### src/rtl/scld_pkg.sv
// Package: shared types and constants for the serial command line decoder.
package scld_pkg;

  localparam int unsigned LineCapacity = 63;
  localparam int unsigned AddrW = 6;
  localparam int unsigned KeywordCount = 17;
  localparam int unsigned KeyMaxLen = 11;

  localparam logic [4:0] CodeUnknown = 5'd17;
  localparam logic [4:0] CodeBlank = 5'd18;

  localparam logic [7:0] ChBs = 8'h08;
  localparam logic [7:0] ChDel = 8'h7F;
  localparam logic [7:0] ChCr = 8'h0D;
  localparam logic [7:0] ChLf = 8'h0A;
  localparam logic [7:0] ChSpace = 8'h20;
  localparam logic [7:0] ChNul = 8'h00;
  localparam logic [7:0] ChPlus = 8'h2B;
  localparam logic [7:0] ChMinus = 8'h2D;
  localparam logic [7:0] ChZero = 8'h30;
  localparam logic [7:0] ChNine = 8'h39;
  localparam logic [7:0] ChTab = 8'h09;
  localparam logic [7:0] ChCrMax = 8'h0D;
  localparam logic [7:0] ChO = 8'h4F;
  localparam logic [7:0] ChN = 8'h4E;
  localparam logic [7:0] ChF = 8'h46;

  typedef enum logic [2:0] {
    StIdle,
    StRead,
    StScan,
    StOut
  } state_e;

  // Token scan phase
  typedef enum logic [2:0] {
    PhLead1,
    PhTok1,
    PhLead2,
    PhTok2,
    PhDone
  } phase_e;

  // Number parse phase
  typedef enum logic [1:0] {
    NumWs,
    NumSign,
    NumDigits,
    NumStop
  } num_e;

  // Keyword character at position p (0 = past end)
  function automatic logic [7:0] kw_char(input logic [4:0] k, input logic [3:0] p);
    logic [8*KeyMaxLen-1:0] s;
    logic [3:0] n;
    begin
      s = '0;
      n = 4'd0;
      case (k)
        5'd0:  begin s[8*3-1:0]  = "LED";         n = 4'd3;  end
        5'd1:  begin s[8*8-1:0]  = "INTERVAL";    n = 4'd8;  end
        5'd2:  begin s[8*5-1:0]  = "HELLO";       n = 4'd5;  end
        5'd3:  begin s[8*4-1:0]  = "DUMP";        n = 4'd4;  end
        5'd4:  begin s[8*4-1:0]  = "HELP";        n = 4'd4;  end
        5'd5:  begin s[8*6-1:0]  = "UPTIME";      n = 4'd6;  end
        5'd6:  begin s[8*6-1:0]  = "BRIGHT";      n = 4'd6;  end
        5'd7:  begin s[8*6-1:0]  = "STATUS";      n = 4'd6;  end
        5'd8:  begin s[8*6-1:0]  = "BREATH";      n = 4'd6;  end
        5'd9:  begin s[8*5-1:0]  = "BLINK";       n = 4'd5;  end
        5'd10: begin s[8*11-1:0] = "BREATHSPEED"; n = 4'd11; end
        5'd11: begin s[8*5-1:0]  = "RESET";       n = 4'd5;  end
        5'd12: begin s[8*5-1:0]  = "TIMER";       n = 4'd5;  end
        5'd13: begin s[8*3-1:0]  = "ENV";         n = 4'd3;  end
        5'd14: begin s[8*6-1:0]  = "REPORT";      n = 4'd6;  end
        5'd15: begin s[8*5-1:0]  = "DEBUG";       n = 4'd5;  end
        5'd16: begin s[8*8-1:0]  = "SENSSTAT";    n = 4'd8;  end
        default: begin s = '0; n = 4'd0; end
      endcase
      if (p >= n) begin
        kw_char = ChNul;
      end else begin
        kw_char = s[8*(n-p)-1 -: 8];
      end
    end
  endfunction

endpackage

### src/rtl/scld_ram.sv
// Generic single-port-write, registered-read RAM.
module scld_ram #(
  parameter int unsigned Width = 8,
  parameter int unsigned Depth = 64
) (
  input  logic                     clk_i,
  input  logic                     we_i,
  input  logic [$clog2(Depth)-1:0] waddr_i,
  input  logic [Width-1:0]         wdata_i,
  input  logic [$clog2(Depth)-1:0] raddr_i,
  output logic [Width-1:0]         rdata_o
);

  logic [Width-1:0] mem_q [Depth];

  // Write port and registered read port
  always_ff @(posedge clk_i) begin
    if (we_i) begin
      mem_q[waddr_i] <= wdata_i;
    end
    rdata_o <= mem_q[raddr_i];
  end

endmodule

### src/rtl/serial_command_line_decoder_core.sv
// Top level: serial command line collector and decoder.
// An ordinary character or a backspace word is taken directly in the idle
// state; a backspace on a non-empty line produces an erase-echo
// word through the output register on the next cycle. CR or LF on a
// non-empty line starts a walk over the stored line in the line RAM that
// reads each character and then scans the read data, ending early at the
// first NUL or after the second token; no input word is taken during that
// walk or while a result waits on the output.
module serial_command_line_decoder_core (
  input  logic        clk_i,
  input  logic        rst_ni,
  input  logic        rx_valid_i,
  output logic        rx_stall_o,
  input  logic [7:0]  rx_byte_i,
  output logic        ev_valid_o,
  input  logic        ev_stall_i,
  output logic        event_kind_o,
  output logic [4:0]  command_code_o,
  output logic        arg_present_o,
  output logic        arg_is_on_o,
  output logic        arg_is_off_o,
  output logic signed [31:0] arg_value_o
);

  localparam logic [6:0] Cap = 7'(scld_pkg::LineCapacity);

  scld_pkg::state_e state_q, state_d;
  scld_pkg::phase_e ph_q, ph_d;
  scld_pkg::num_e   num_q, num_d;

  logic [6:0] fill_q, fill_d;
  logic [6:0] len_q, len_d;
  logic [6:0] pos_q, pos_d;
  logic [3:0] t1len_q, t1len_d;
  logic       t1long_q, t1long_d;
  logic [16:0] kwok_q, kwok_d;
  logic [1:0] t2len_q, t2len_d;
  logic       t2long_q, t2long_d;
  logic       on_q, on_d, off_q, off_d;
  logic       neg_q, neg_d;
  logic [31:0] mag_q, mag_d;

  logic        vld_q, vld_d;
  logic        kind_q, kind_d;
  logic [4:0]  code_q, code_d;
  logic        pres_q, pres_d, ion_q, ion_d, ioff_q, ioff_d;
  logic [31:0] val_q, val_d;

  logic       we;
  logic [5:0] waddr, raddr;
  logic [7:0] rdata;
  logic       acc;
  logic [35:0] mul10;
  logic [35:0] mag_n;

  scld_ram #(.Width(8), .Depth(64)) u_line_ram (
    .clk_i   (clk_i),
    .we_i    (we),
    .waddr_i (waddr),
    .wdata_i (rx_byte_i),
    .raddr_i (raddr),
    .rdata_o (rdata)
  );

  assign rx_stall_o = (state_q != scld_pkg::StIdle) || vld_q;
  assign acc = rx_valid_i && !rx_stall_o;
  assign raddr = pos_q[5:0];
  assign waddr = fill_q[5:0];
  assign mul10 = {4'd0, mag_q} * 36'd10;
  assign mag_n = mul10 + {28'd0, rdata - scld_pkg::ChZero};

  // State register
  always_ff @(posedge clk_i or negedge rst_ni) begin
    if (!rst_ni) begin
      state_q <= scld_pkg::StIdle;
      fill_q <= '0;
      vld_q <= 1'b0;
    end else begin
      state_q <= state_d;
      fill_q <= fill_d;
      vld_q <= vld_d;
    end
  end

  // Scan and output payload registers
  always_ff @(posedge clk_i) begin
    ph_q <= ph_d; num_q <= num_d; len_q <= len_d; pos_q <= pos_d;
    t1len_q <= t1len_d; t1long_q <= t1long_d; kwok_q <= kwok_d;
    t2len_q <= t2len_d; t2long_q <= t2long_d; on_q <= on_d; off_q <= off_d;
    neg_q <= neg_d; mag_q <= mag_d;
    kind_q <= kind_d; code_q <= code_d; pres_q <= pres_d;
    ion_q <= ion_d; ioff_q <= ioff_d; val_q <= val_d;
  end

  // Next state: collect, walk the line, emit
  always_comb begin
    state_d = state_q; fill_d = fill_q; vld_d = vld_q;
    ph_d = ph_q; num_d = num_q; len_d = len_q; pos_d = pos_q;
    t1len_d = t1len_q; t1long_d = t1long_q; kwok_d = kwok_q;
    t2len_d = t2len_q; t2long_d = t2long_q; on_d = on_q; off_d = off_q;
    neg_d = neg_q; mag_d = mag_q;
    kind_d = kind_q; code_d = code_q; pres_d = pres_q;
    ion_d = ion_q; ioff_d = ioff_q; val_d = val_q;
    we = 1'b0;
    if (vld_q && !ev_stall_i) begin
      vld_d = 1'b0;
    end
    case (state_q)
      scld_pkg::StIdle: begin
        if (acc) begin
          if (rx_byte_i == scld_pkg::ChCr || rx_byte_i == scld_pkg::ChLf) begin
            if (fill_q != 7'd0) begin
              len_d = fill_q; pos_d = '0;
              ph_d = scld_pkg::PhLead1; num_d = scld_pkg::NumWs;
              t1len_d = '0; t1long_d = 1'b0; kwok_d = '1;
              t2len_d = '0; t2long_d = 1'b0; on_d = 1'b1; off_d = 1'b1;
              neg_d = 1'b0; mag_d = '0;
              state_d = scld_pkg::StRead;
            end
          end else if (rx_byte_i == scld_pkg::ChBs || rx_byte_i == scld_pkg::ChDel) begin
            if (fill_q != 7'd0) begin
              fill_d = fill_q - 7'd1;
              vld_d = 1'b1; kind_d = 1'b0; code_d = '0; pres_d = 1'b0;
              ion_d = 1'b0; ioff_d = 1'b0; val_d = '0;
            end
          end else if (fill_q < Cap) begin
            we = 1'b1;
            fill_d = fill_q + 7'd1;
          end
        end
      end
      scld_pkg::StRead: begin
        // prime the read of the current position
        state_d = scld_pkg::StScan;
      end
      scld_pkg::StScan: begin
        if (pos_q >= len_q || rdata == scld_pkg::ChNul) begin
          state_d = scld_pkg::StOut;
        end else begin
          pos_d = pos_q + 7'd1;
          state_d = scld_pkg::StRead;
          case (ph_q)
            scld_pkg::PhLead1, scld_pkg::PhTok1: begin
              if (rdata == scld_pkg::ChSpace) begin
                if (ph_q == scld_pkg::PhTok1) ph_d = scld_pkg::PhLead2;
              end else begin
                ph_d = scld_pkg::PhTok1;
                for (int k = 0; k < scld_pkg::KeywordCount; k++) begin
                  if (t1long_q ||
                      scld_pkg::kw_char(5'(k), t1len_q) != rdata) begin
                    kwok_d[k] = 1'b0;
                  end
                end
                if (t1len_q == 4'd11) t1long_d = 1'b1;
                else t1len_d = t1len_q + 4'd1;
              end
            end
            scld_pkg::PhLead2, scld_pkg::PhTok2: begin
              if (rdata == scld_pkg::ChSpace) begin
                if (ph_q == scld_pkg::PhTok2) ph_d = scld_pkg::PhDone;
              end else begin
                ph_d = scld_pkg::PhTok2;
                if (t2long_q || t2len_q == 2'd3) begin
                  t2long_d = 1'b1; on_d = 1'b0; off_d = 1'b0;
                end else begin
                  if (!(t2len_q == 2'd0 && rdata == scld_pkg::ChO) &&
                      !(t2len_q == 2'd1 && rdata == scld_pkg::ChN)) on_d = 1'b0;
                  if (!(t2len_q == 2'd0 && rdata == scld_pkg::ChO) &&
                      !(t2len_q != 2'd0 && rdata == scld_pkg::ChF)) off_d = 1'b0;
                  t2len_d = t2len_q + 2'd1;
                end
                // atoi walk
                if (num_q == scld_pkg::NumWs &&
                    rdata >= scld_pkg::ChTab && rdata <= scld_pkg::ChCrMax) begin
                  num_d = scld_pkg::NumWs;
                end else if ((num_q == scld_pkg::NumWs) &&
                    (rdata == scld_pkg::ChPlus || rdata == scld_pkg::ChMinus)) begin
                  neg_d = (rdata == scld_pkg::ChMinus);
                  num_d = scld_pkg::NumDigits;
                end else if (num_q != scld_pkg::NumStop &&
                    rdata >= scld_pkg::ChZero && rdata <= scld_pkg::ChNine) begin
                  num_d = scld_pkg::NumDigits;
                  mag_d = (mag_n > 36'h8000_0000) ? 32'h8000_0000 : mag_n[31:0];
                end else begin
                  num_d = scld_pkg::NumStop;
                end
              end
            end
            default: begin
              pos_d = len_q;
            end
          endcase
        end
      end
      scld_pkg::StOut: begin
        if (!vld_q) begin
          vld_d = 1'b1; kind_d = 1'b1;
          code_d = scld_pkg::CodeBlank; pres_d = 1'b0;
          ion_d = 1'b0; ioff_d = 1'b0; val_d = '0;
          if (t1len_q != 4'd0) begin
            code_d = scld_pkg::CodeUnknown;
            for (int k = scld_pkg::KeywordCount - 1; k >= 0; k--) begin
              if (kwok_q[k] && !t1long_q &&
                  scld_pkg::kw_char(5'(k), t1len_q) == scld_pkg::ChNul) begin
                code_d = 5'(k);
              end
            end
            if (t2len_q != 2'd0) begin
              pres_d = 1'b1;
              ion_d = on_q && !t2long_q && t2len_q == 2'd2;
              ioff_d = off_q && !t2long_q && t2len_q == 2'd3;
              if (neg_q) val_d = 32'd0 - mag_q;
              else val_d = (mag_q > 32'h7FFF_FFFF) ? 32'h7FFF_FFFF : mag_q;
            end
          end
          fill_d = '0;
          state_d = scld_pkg::StIdle;
        end
      end
      default: state_d = scld_pkg::StIdle;
    endcase
  end

  assign ev_valid_o = vld_q;
  assign event_kind_o = kind_q;
  assign command_code_o = code_q;
  assign arg_present_o = pres_q;
  assign arg_is_on_o = ion_q;
  assign arg_is_off_o = ioff_q;
  assign arg_value_o = val_q;

  // Checks
  a_fill_cap: assert property (@(posedge clk_i) disable iff (!rst_ni)
    fill_q <= Cap) else $error("fill count beyond capacity");
  a_no_take_busy: assert property (@(posedge clk_i) disable iff (!rst_ni)
    (state_q != scld_pkg::StIdle) |-> rx_stall_o) else $error("input taken while walking");
  a_line_clear: assert property (@(posedge clk_i) disable iff (!rst_ni)
    (ev_valid_o && !$past(ev_valid_o) && event_kind_o) |-> fill_q == 7'd0)
    else $error("line not cleared after decode");

endmodule

### config.mk
export PLATFORM = sky130hd
export DESIGN_NAME = serial_command_line_decoder_core
export DESIGN_NICKNAME = d
export VERILOG_FILES = /design/src/rtl/scld_pkg.sv /design/src/rtl/scld_ram.sv /design/src/rtl/serial_command_line_decoder_core.sv
export SDC_FILE = /design/constraint.sdc
export NUM_CORES = 1
export LEC_CHECK = 0
export BUFFER_PORTS_ARGS = -buffer_cell sky130_fd_sc_hd__buf_2
export CELL_PAD_IN_SITES_DETAIL_PLACEMENT = 1
export CELL_PAD_IN_SITES_GLOBAL_PLACEMENT = 2
export CORE_ASPECT_RATIO = 0.8
export CORE_UTILIZATION = 46
export DETAILED_ROUTE_END_ITERATION = 12
export PLACE_DENSITY = 0.8
export SYNTH_ARGS = -nofsm -noshare
export SYNTH_HDL_FRONTEND = slang
export SYNTH_HIERARCHICAL = 1
export SYNTH_SLANG_ARGS = --single-unit
### constraint.sdc
create_clock -name clk_i -period 7.15 [get_ports clk_i]
set_input_delay 2.145 -clock clk_i [delete_from_list [all_inputs] [get_ports clk_i]]
set_output_delay 2.145 -clock clk_i [all_outputs]
set_load 0.05 [all_outputs]
==> results of run 1 <==
==> area by class of cell <==
cell class              count  area [µm²]
well taps                 934        1169
multi-input cells        1663       12960
diodes                      1       2.502
inverters                  61       229.0
clock inverters            45       533.0
fillers                  7059       34290
flip-flops and latches    650       19390
repair buffers             94       583.1
clock buffers              79        1815
==> power groups by stage <==
| stage | Clock, µW | Sequential (µW) | Combinational (µW) |
|---|---|---|---|
| final | 3720 | 4930 | 7620 |
| after global routing | 3900 | 4970 | 8280 |
| after CTS | 3790 | 4930 | 7580 |
| after detailed placement | 0 | 5010 | 7540 |
| after global placement | 0 | 4990 | 7320 |
| after floorplan | 0 | 4950 | 5490 |
==> cells in the mapped netlist (13+ instances only) <==
cell and instances:
mux2i_1 23, buf_1 13, nor3_1 67, edfxtp_1 632, o22ai_1 36, nor2b_1 23
and3_1 18, o21a_1 13, or3_1 29, clkbuf_1 90, buf_2 25, nand4_1 19
inv_1 54, nand2b_1 26, xnor2_1 74, xor2_1 32, o21ai_0 77, ha_1 109
a31oi_1 48, or2_2 15, nand3_1 69, mux4_2 124, and2_1 15, a311oi_1 24
nor4_1 29, nand2_1 145, nand3b_1 13, a211oi_1 25, a21oi_1 129, nor2_1 237
a21o_1 30
==> metal layers <==
layer  up-vias  GRT usage  routed length (µm)
li1       9910          -                   -
met1     11470     0.3768               42510
met2       756     0.3995               43510
met3       148    0.04080                6018
met4         0    0.08218                2548
met5         -          0                   0
==> through the flow <==
stage                     total power (µW)  setup WS (ps)  cells
final                                16270           1235   3527
after global routing                 17150          828.1   3526
after CTS                            16300           1178   3526
after detailed placement             12550          973.3   3402
after global placement               12310           1067   3402
after floorplan                      10440          821.8   2520
==> critical path, stage by stage, from the launching register on <==
cell and delay, ps:
edfxtp_1 510, ha_1 330, ha_1 210, inv_1 70, fa_1 490, inv_1 50, ha_1 320, o21a_1 130
o31a_1 170, o211ai_1 120, a211oi_1 450, nand4_1 230, or2_0 450, or4_1 560, nor4_1 320, mux2i_2 650
nand2_4 310, a211oi_1 330
==> cell families (layout without fill, tap and decap cells) <==
logic type / after synthesis / in the layout
flops: 650 / 650
mux: 158 / 158
xor+xnor: 107 / 107
fa+ha+maj: 112 / 112
buf+inv: 207 / 279
compound gates: 530 / 530
other cells: 0 / 1
simple gates: 756 / 756
==> worst min-delay path by stage <==
| stage | start | endpoint | slack [ps] | cells past startpoint |
|---|---|---|---|---|
| floorplan | fill_q[6] | len_q[6] | 450 | 0 |
| CTS | fill_q[6] | len_q[6] | 510 | 0 |
| global route | fill_q[6] | len_q[6] | 530 | 0 |
| detailed placement | fill_q[6] | len_q[6] | 490 | 0 |
| finish | fill_q[6] | len_q[6] | 510 | 0 |
| global placement | fill_q[6] | len_q[6] | 480 | 0 |
==> layout by cell type (no fill, tap or decap), types with 67 or more instances in the layout <==
master	instances
clkbuf_16	70
xnor2_1	74
nor3_1	67
o21ai_0	77
edfxtp_1	632
nand3_1	69
nand2_1	145
nor2_1	235
ha_1	109
a21oi_1	129
mux4_2	124
==> flip-flops by register name, summed over array words and instances, names as in the netlist, 3 cells and up <==
register	count
len_q	7
arg_value_o	32
t1len_q	4
fill_q	7
mag_q	32
pos_q	7
command_code_o	5
kwok_q	17
u_line_ram/mem_q	512
u_line_ram/rdata_o	8
ph_q	3
==> summary.txt, run 1 <==
Synthesis
  – Cell taking the most area after synthesis: edfxtp_1
  – Post-Syn Nets: 2,644
  – Post-synthesis simple-gate area fraction: 0.1142
  – Post-synthesis sequential area ratio: 0.5831
  – Yosys warning count: 6
  – Post-synth EDFFs: 632
  – Adder-cell area share of the yosys netlist: 0.04282
  – Post-synthesis async set-or-reset flop share: 0.01538
  – Synth top area cells: edfxtp_1 57%, mux4_2 8.4%, ha_1 4.1%, nor2_1 2.7%, xnor2_1 1.9%
  – Top FF cell, synth: edfxtp_1
  – Post-synth top area share: 0.5708
  – Compound-Gate Fraction of Synth Area: 0.1094
  – Synth Area in XOR/XNOR: 0.02841
  – Flops & latches, synth: 650
  – Synthesized area: 33,250 µm²
  – Multiplexer share of the synthesized area: 0.09471
  – Post-synthesis instance total: 2,520
  – Library cells used by synthesis: 100
  – Combinational family with the most area after synthesis: simple AND/OR/NAND/NOR gates
  – Mean Syn Cell Area: 13.19 µm²

STA
  – Min Hold Slack: 507.2 ps
  – Slew Viols, Final: 0
  – Final hold vios: 0
  – Setup violators final: 0
  – Max Clock Freq: 169.1 MHz
  – Slew headroom: 0.1802
  – Period utilization: 0.8272
  – Clock skew: 27.91 ps
  – Total negative slack: 0 ps
  – RSZ-0062 raised after global routing: no
  – Tmin final: 5915 ps
  – Slew @ Worst Pin: 1228 ps

Detailed routing
  – DR WL/cell: 26.82 µm
  – Antenna-violating nets left: 0
  – Drt first pass iters: 5
  – Vias per cell: 6.319
  – WL final: 94,590 µm
  – DRC: 0
  – Drt initial violations: 2,037
  – Routed via count: 22,290

Pwr
  – PwrDens: 443.5 nW/µm²
  – Int Pwr: 9374 µW
  – Leakage power: 0.01217 µW
  – Power share of the clock group: 0.229
  – Seq pwr share: 0.303
  – Comb power frac: 0.468
  – Peak supply drop: 0.2360 mV
  – NetSw: 6897 µW
  – Switching share of power: 0.4239

Layout
  – Fin nets: 2,662
  – Post-route cell area: 36,690 µm²
  – Area growth syn-to-layout: 10.33%
  – Finished Core Util: 0.5169
  – Layout cell share with drive strength beyond 1: 0.1528

Floorplan
  – Row count: 87
  – Die W: 302.6 µm
  – Die height: 242.5 µm
  – Core area: 70,970 µm²
  – Starting Density: 0.4685
  – # IOs: 55
  – Die Area: 73,370 µm²

Critical path
  – Critical Path Start Type: register
  – R2r endpoint: mag_q[14]
  – Setup crit start: mag_q[3]
  – CP required: 7600 ps
  – CP Capture Type: register
  – Max Fanout on Critical Path: 18
  – WS Path Type: register to register
  – Worst flop-to-flop path startpoint: mag_q[3]
  – CP arrival: 6360 ps
  – R2r setup slk: 1240 ps
  – Reg2Reg Depth: 17
  – Critical Path Sink: mag_q[14]

Global routing
  – GRT overflow: 0
  – Largest net degree at the start of global routing: 93
  – Global-route usage over all layers: 0.2596
  – Initial antenna violation count: 2
  – First-pass GRT wire length: 143,400 µm
  – Vias in the first global route: 22,760

Clock tree
  – Clk buf depth: 3
  – Worst-path clk slew: 60 ps
  – Worst-Skew Late Latency: 650 ps
  – CTS resizes: 0
  – CTS Buf Count: 68
  – Setup Buffers After CTS: 0
  – Hold_buf cts: 0
  – H-Tree Depth: 3
  – CTS root buf: clkbuf_16
  – CTS tree: yes
  – Clock sinks: 650

Place
  – IO buf count: 54
  – Gpl congestion: 0.8498
  – Dpl cell area: 34,340 µm²
  – Hpwl dp: 63,870 µm

Run
  – Count of maximum capacitance violations: 0

Hold path
  – Worst min path class: register to register

Run status
  – Status: finished clean
Note: power is estimated with default switching activity, not from simulation.
==> run 2: changes to the inputs <==
==> constraint.sdc (replaced) <==
create_clock -name clk_i -period 6 [get_ports clk_i]
set_input_delay 1.8 -clock clk_i [delete_from_list [all_inputs] [get_ports clk_i]]
set_output_delay 1.8 -clock clk_i [all_outputs]
set_load 0.05 [all_outputs]
==> run 2 against run 1 <==
  * Via count rose by 0.17%
  * Die area did not move
  * Largest power group unchanged
  * Total power increased by 18%
  * Count of clock-buffer cells in the layout unchanged
  * Maximum frequency grew 4.9%
  * Routed wire length down 2.3%
  * Highest routed layer unchanged
  * Utilization grew 0.35 points
  * Global-route usage down 0.58 points
  * Critical path depth is 1 higher
  * Clock skew is 3.8 ps lower
  * Sequential cell count did not move
==> summary.txt, run 2 (synthesis gave the netlist of run 1 again) <==
Run status
  – Status: finished clean (unchanged)

STA
  – Period utilization: 0.9400 (was 0.8272)
  – RSZ-0062 raised after global routing: no (unchanged)
  – Clock skew: 24.08 ps (was 27.91 ps)
  – Setup violators final: 0 (unchanged)
  – Min Hold Slack: 540.0 ps (was 507.2 ps)
  – Tmin final: 5640 ps (was 5915 ps)
  – Total negative slack: 0 ps (unchanged)
  – Slew Viols, Final: 0 (unchanged)
  – Slew headroom: 0.1873 (was 0.1802)
  – Slew @ Worst Pin: 1218 ps (was 1228 ps)
  – Max Clock Freq: 177.3 MHz (was 169.1 MHz)
  – Final hold vios: 0 (unchanged)

Critical path
  – Cell chain of the critical path: ha_1 > ha_1 > inv_1 > fa_1 > xnor2_1 > ha_1 > o21a_1 > o21a_1 > o22ai_1 > nor4_4 > nand2_1 > or3_1 > nor4_1 > xor2_1 > a2111oi_1 > nand4_1 > buf_4 > a211oi_1 (was ha_1 > ha_1 > inv_1 > fa_1 > inv_1 > ha_1 > o21a_1 > o31a_1 > o211ai_1 > a211oi_1 > nand4_1 > or2_0 > or4_1 > nor4_1 > mux2i_2 > nand2_4 > a211oi_1)
  – Most used cell, CP: ha_1 (unchanged)
  – CP Capture Type: register (unchanged)
  – Critical Path Start Type: register (unchanged)
  – Cell family with most CP delay: simple AND/OR/NAND/NOR gates (unchanged)
  – Crit path buffers/inverters: 2 (unchanged)
  – Worst flop-to-flop path startpoint: mag_q[3] (unchanged)
  – CP max-delay cell: edfxtp_1 (was mux2i_2)
  – Setup crit start: mag_q[3] (unchanged)
  – Max Fanout on Critical Path: 27 (was 18)
  – CP required: 6430 ps (was 7600 ps)
  – WS Path Type: register to register (unchanged)
  – Cell depth of the worst setup path: 18 (was 17)
  – CP arrival: 6070 ps (was 6360 ps)
  – Reg2Reg Depth: 18 (was 17)
  – Largest stage delay on the critical path: 490 ps (was 650 ps)

Clock tree
  – Clock sinks: 650 (unchanged)
  – Clk buf depth: 3 (unchanged)
  – CTS tree: yes (unchanged)
  – Worst-Skew Late Latency: 630 ps (was 650 ps)
  – CTS Buf Count: 69 (was 68)
  – H-Tree Depth: 3 (unchanged)
  – Worst-path clk slew: 60 ps (about the same)
  – Setup Buffers After CTS: 0 (unchanged)
  – CTS root buf: clkbuf_16 (unchanged)

Layout
  – Most flops, register: u_line_ram/mem_q (unchanged)
  – Finished Core Util: 0.5204 (was 0.5169)
  – Layout cell share with drive strength beyond 1: 0.1670 (was 0.1528)
  – Most common library cell in the layout ignoring fill and taps: edfxtp_1 (unchanged)
  – Fill count: 7,049 (was 7,059)
  – Most frequent cells in the layout: 632 x edfxtp_1, 235 x nor2_1, 145 x nand2_1 (unchanged)
  – Max reg flops: 512 (unchanged)
  – Area growth syn-to-layout: 11.07% (was 10.33%)
  – Fin nets: 2,709 (was 2,662)

Detailed routing
  – Antenna-violating nets left: 0 (unchanged)
  – Drt initial violations: 1,792 (was 2,037)
  – DR WL/cell: 25.88 µm (was 26.82 µm)
  – Routed via count: 22,330 (was 22,290)
  – Vias per cell: 6.254 (was 6.319)
  – WL final: 92,390 µm (was 94,590 µm)
  – DRC: 0 (unchanged)
  – Drt first pass iters: 6 (was 5)

Floorplan
  – Die Area: 73,370 µm² (unchanged)
  – Starting Density: 0.4685 (unchanged)
  – Die W: 302.6 µm (unchanged)
  – Die height: 242.5 µm (unchanged)
  – # IOs: 55 (unchanged)
  – Core area: 70,970 µm² (unchanged)
  – Row count: 87 (unchanged)

Hold path
  – Min-Delay Path Depth: 0 (unchanged)
  – Worst hold start: fill_q[6] (unchanged)
  – Worst min path class: register to register (unchanged)

Global routing
  – First-pass GRT wire length: 142,000 µm (was 143,400 µm)
  – Vias in the first global route: 22,880 (was 22,760)
  – Global-route usage over all layers: 0.2538 (was 0.2596)
  – Largest net degree at the start of global routing: 112 (was 93)
  – Initial antenna violation count: 2 (unchanged)
  – GRT overflow: 0 (unchanged)

Pwr
  – PwrDens: 521.1 nW/µm² (was 443.5 nW/µm²)
  – Leakage power: 0.01239 µW (was 0.01217 µW)
  – Peak supply drop: 0.2879 mV (was 0.2360 mV)

Place
  – IO buf count: 54 (unchanged)
  – Hpwl dp: 62,130 µm (was 63,870 µm)
  – Gpl congestion: 0.8520 (was 0.8498)

Run
  – Count of maximum capacitance violations: 0 (unchanged)
-- run 2: changes by cell type in the layout (fill, tap and decap cells not counted), sizes merged --
cell      delta
clkinvlp     -4
bufinv       -3
buf         +46
clkinv       +4
-- run 2: path summary, 6_finish.rpt --
path / to / slack, ps
min in group asynchronous: fill_q[5] / 1030
max in group asynchronous: fill_q[2] / 4760
min: len_q[6] / 540
max: mag_q[12] / 360
max reg2reg: mag_q[12] / 360
min reg2reg: len_q[6] / 540
-- run 2: metal layers --
| metal | global-route usage | wire [µm] | vias to the layer above |
|---|---|---|---|
| li1 | - | - | 10020 |
| met1 | 0.3658 | 41620 | 11460 |
| met2 | 0.3995 | 43170 | 701 |
| met3 | 0.03847 | 5238 | 146 |
| met4 | 0.06991 | 2357 | 0 |
| met5 | 0 | 0 | - |
-- run 2: repair_timing --
action,4_1_cts,5_1_grt
resized for setup,0,2
hold buffers,0,0
setup endpoints to repair,0,8
-- run 2: area by class of cell --
type | count | area, µm² | area share
diodes | 1 | 2.502 | 0.00006776
clock buffers | 79 | 1785 | 0.04834
clock inverters | 42 | 445.4 | 0.01206
inverters | 61 | 229.0 | 0.006200
multi-input cells | 1663 | 12970 | 0.3512
flip-flops and latches | 650 | 19390 | 0.5250
well taps | 934 | 1169 | 0.03164
repair buffers | 140 | 940.9 | 0.02548
-- run 2: power by group --
| part | internal (µW) | leakage, µW | switching, µW |
|---|---|---|---|
| logic | 3200 | 0.00541 | 5960 |
| registers | 5430 | 0.00590 | 421 |
| clock network | 2420 | 0.00108 | 1820 |
-- run 2: worst reg2reg max path, cell delays in order, from the launching register on --
cell and delay, ps:
edfxtp_1 490, ha_1 340, ha_1 200, inv_1 80
fa_1 440, xnor2_1 210, ha_1 370, o21a_1 140
o21a_1 100, o22ai_1 130, nor4_4 430, nand2_1 230
or3_1 480, nor4_1 460, xor2_1 170, a2111oi_1 440
nand4_1 150, buf_4 260, a211oi_1 320
-- run 2: through the flow --
step	setup slack (ps)	instance area (µm²)	power, µW	cells
2_1_floorplan	16.80	33250	12440	2520
3_3_place_gp	617.5	34690	14700	3448
3_5_place_dp	373.8	34690	15000	3448
4_1_cts	275.8	36920	19290	3569
5_1_grt	25.38	36930	20330	3569
6_report	360.0	36930	19250	3570
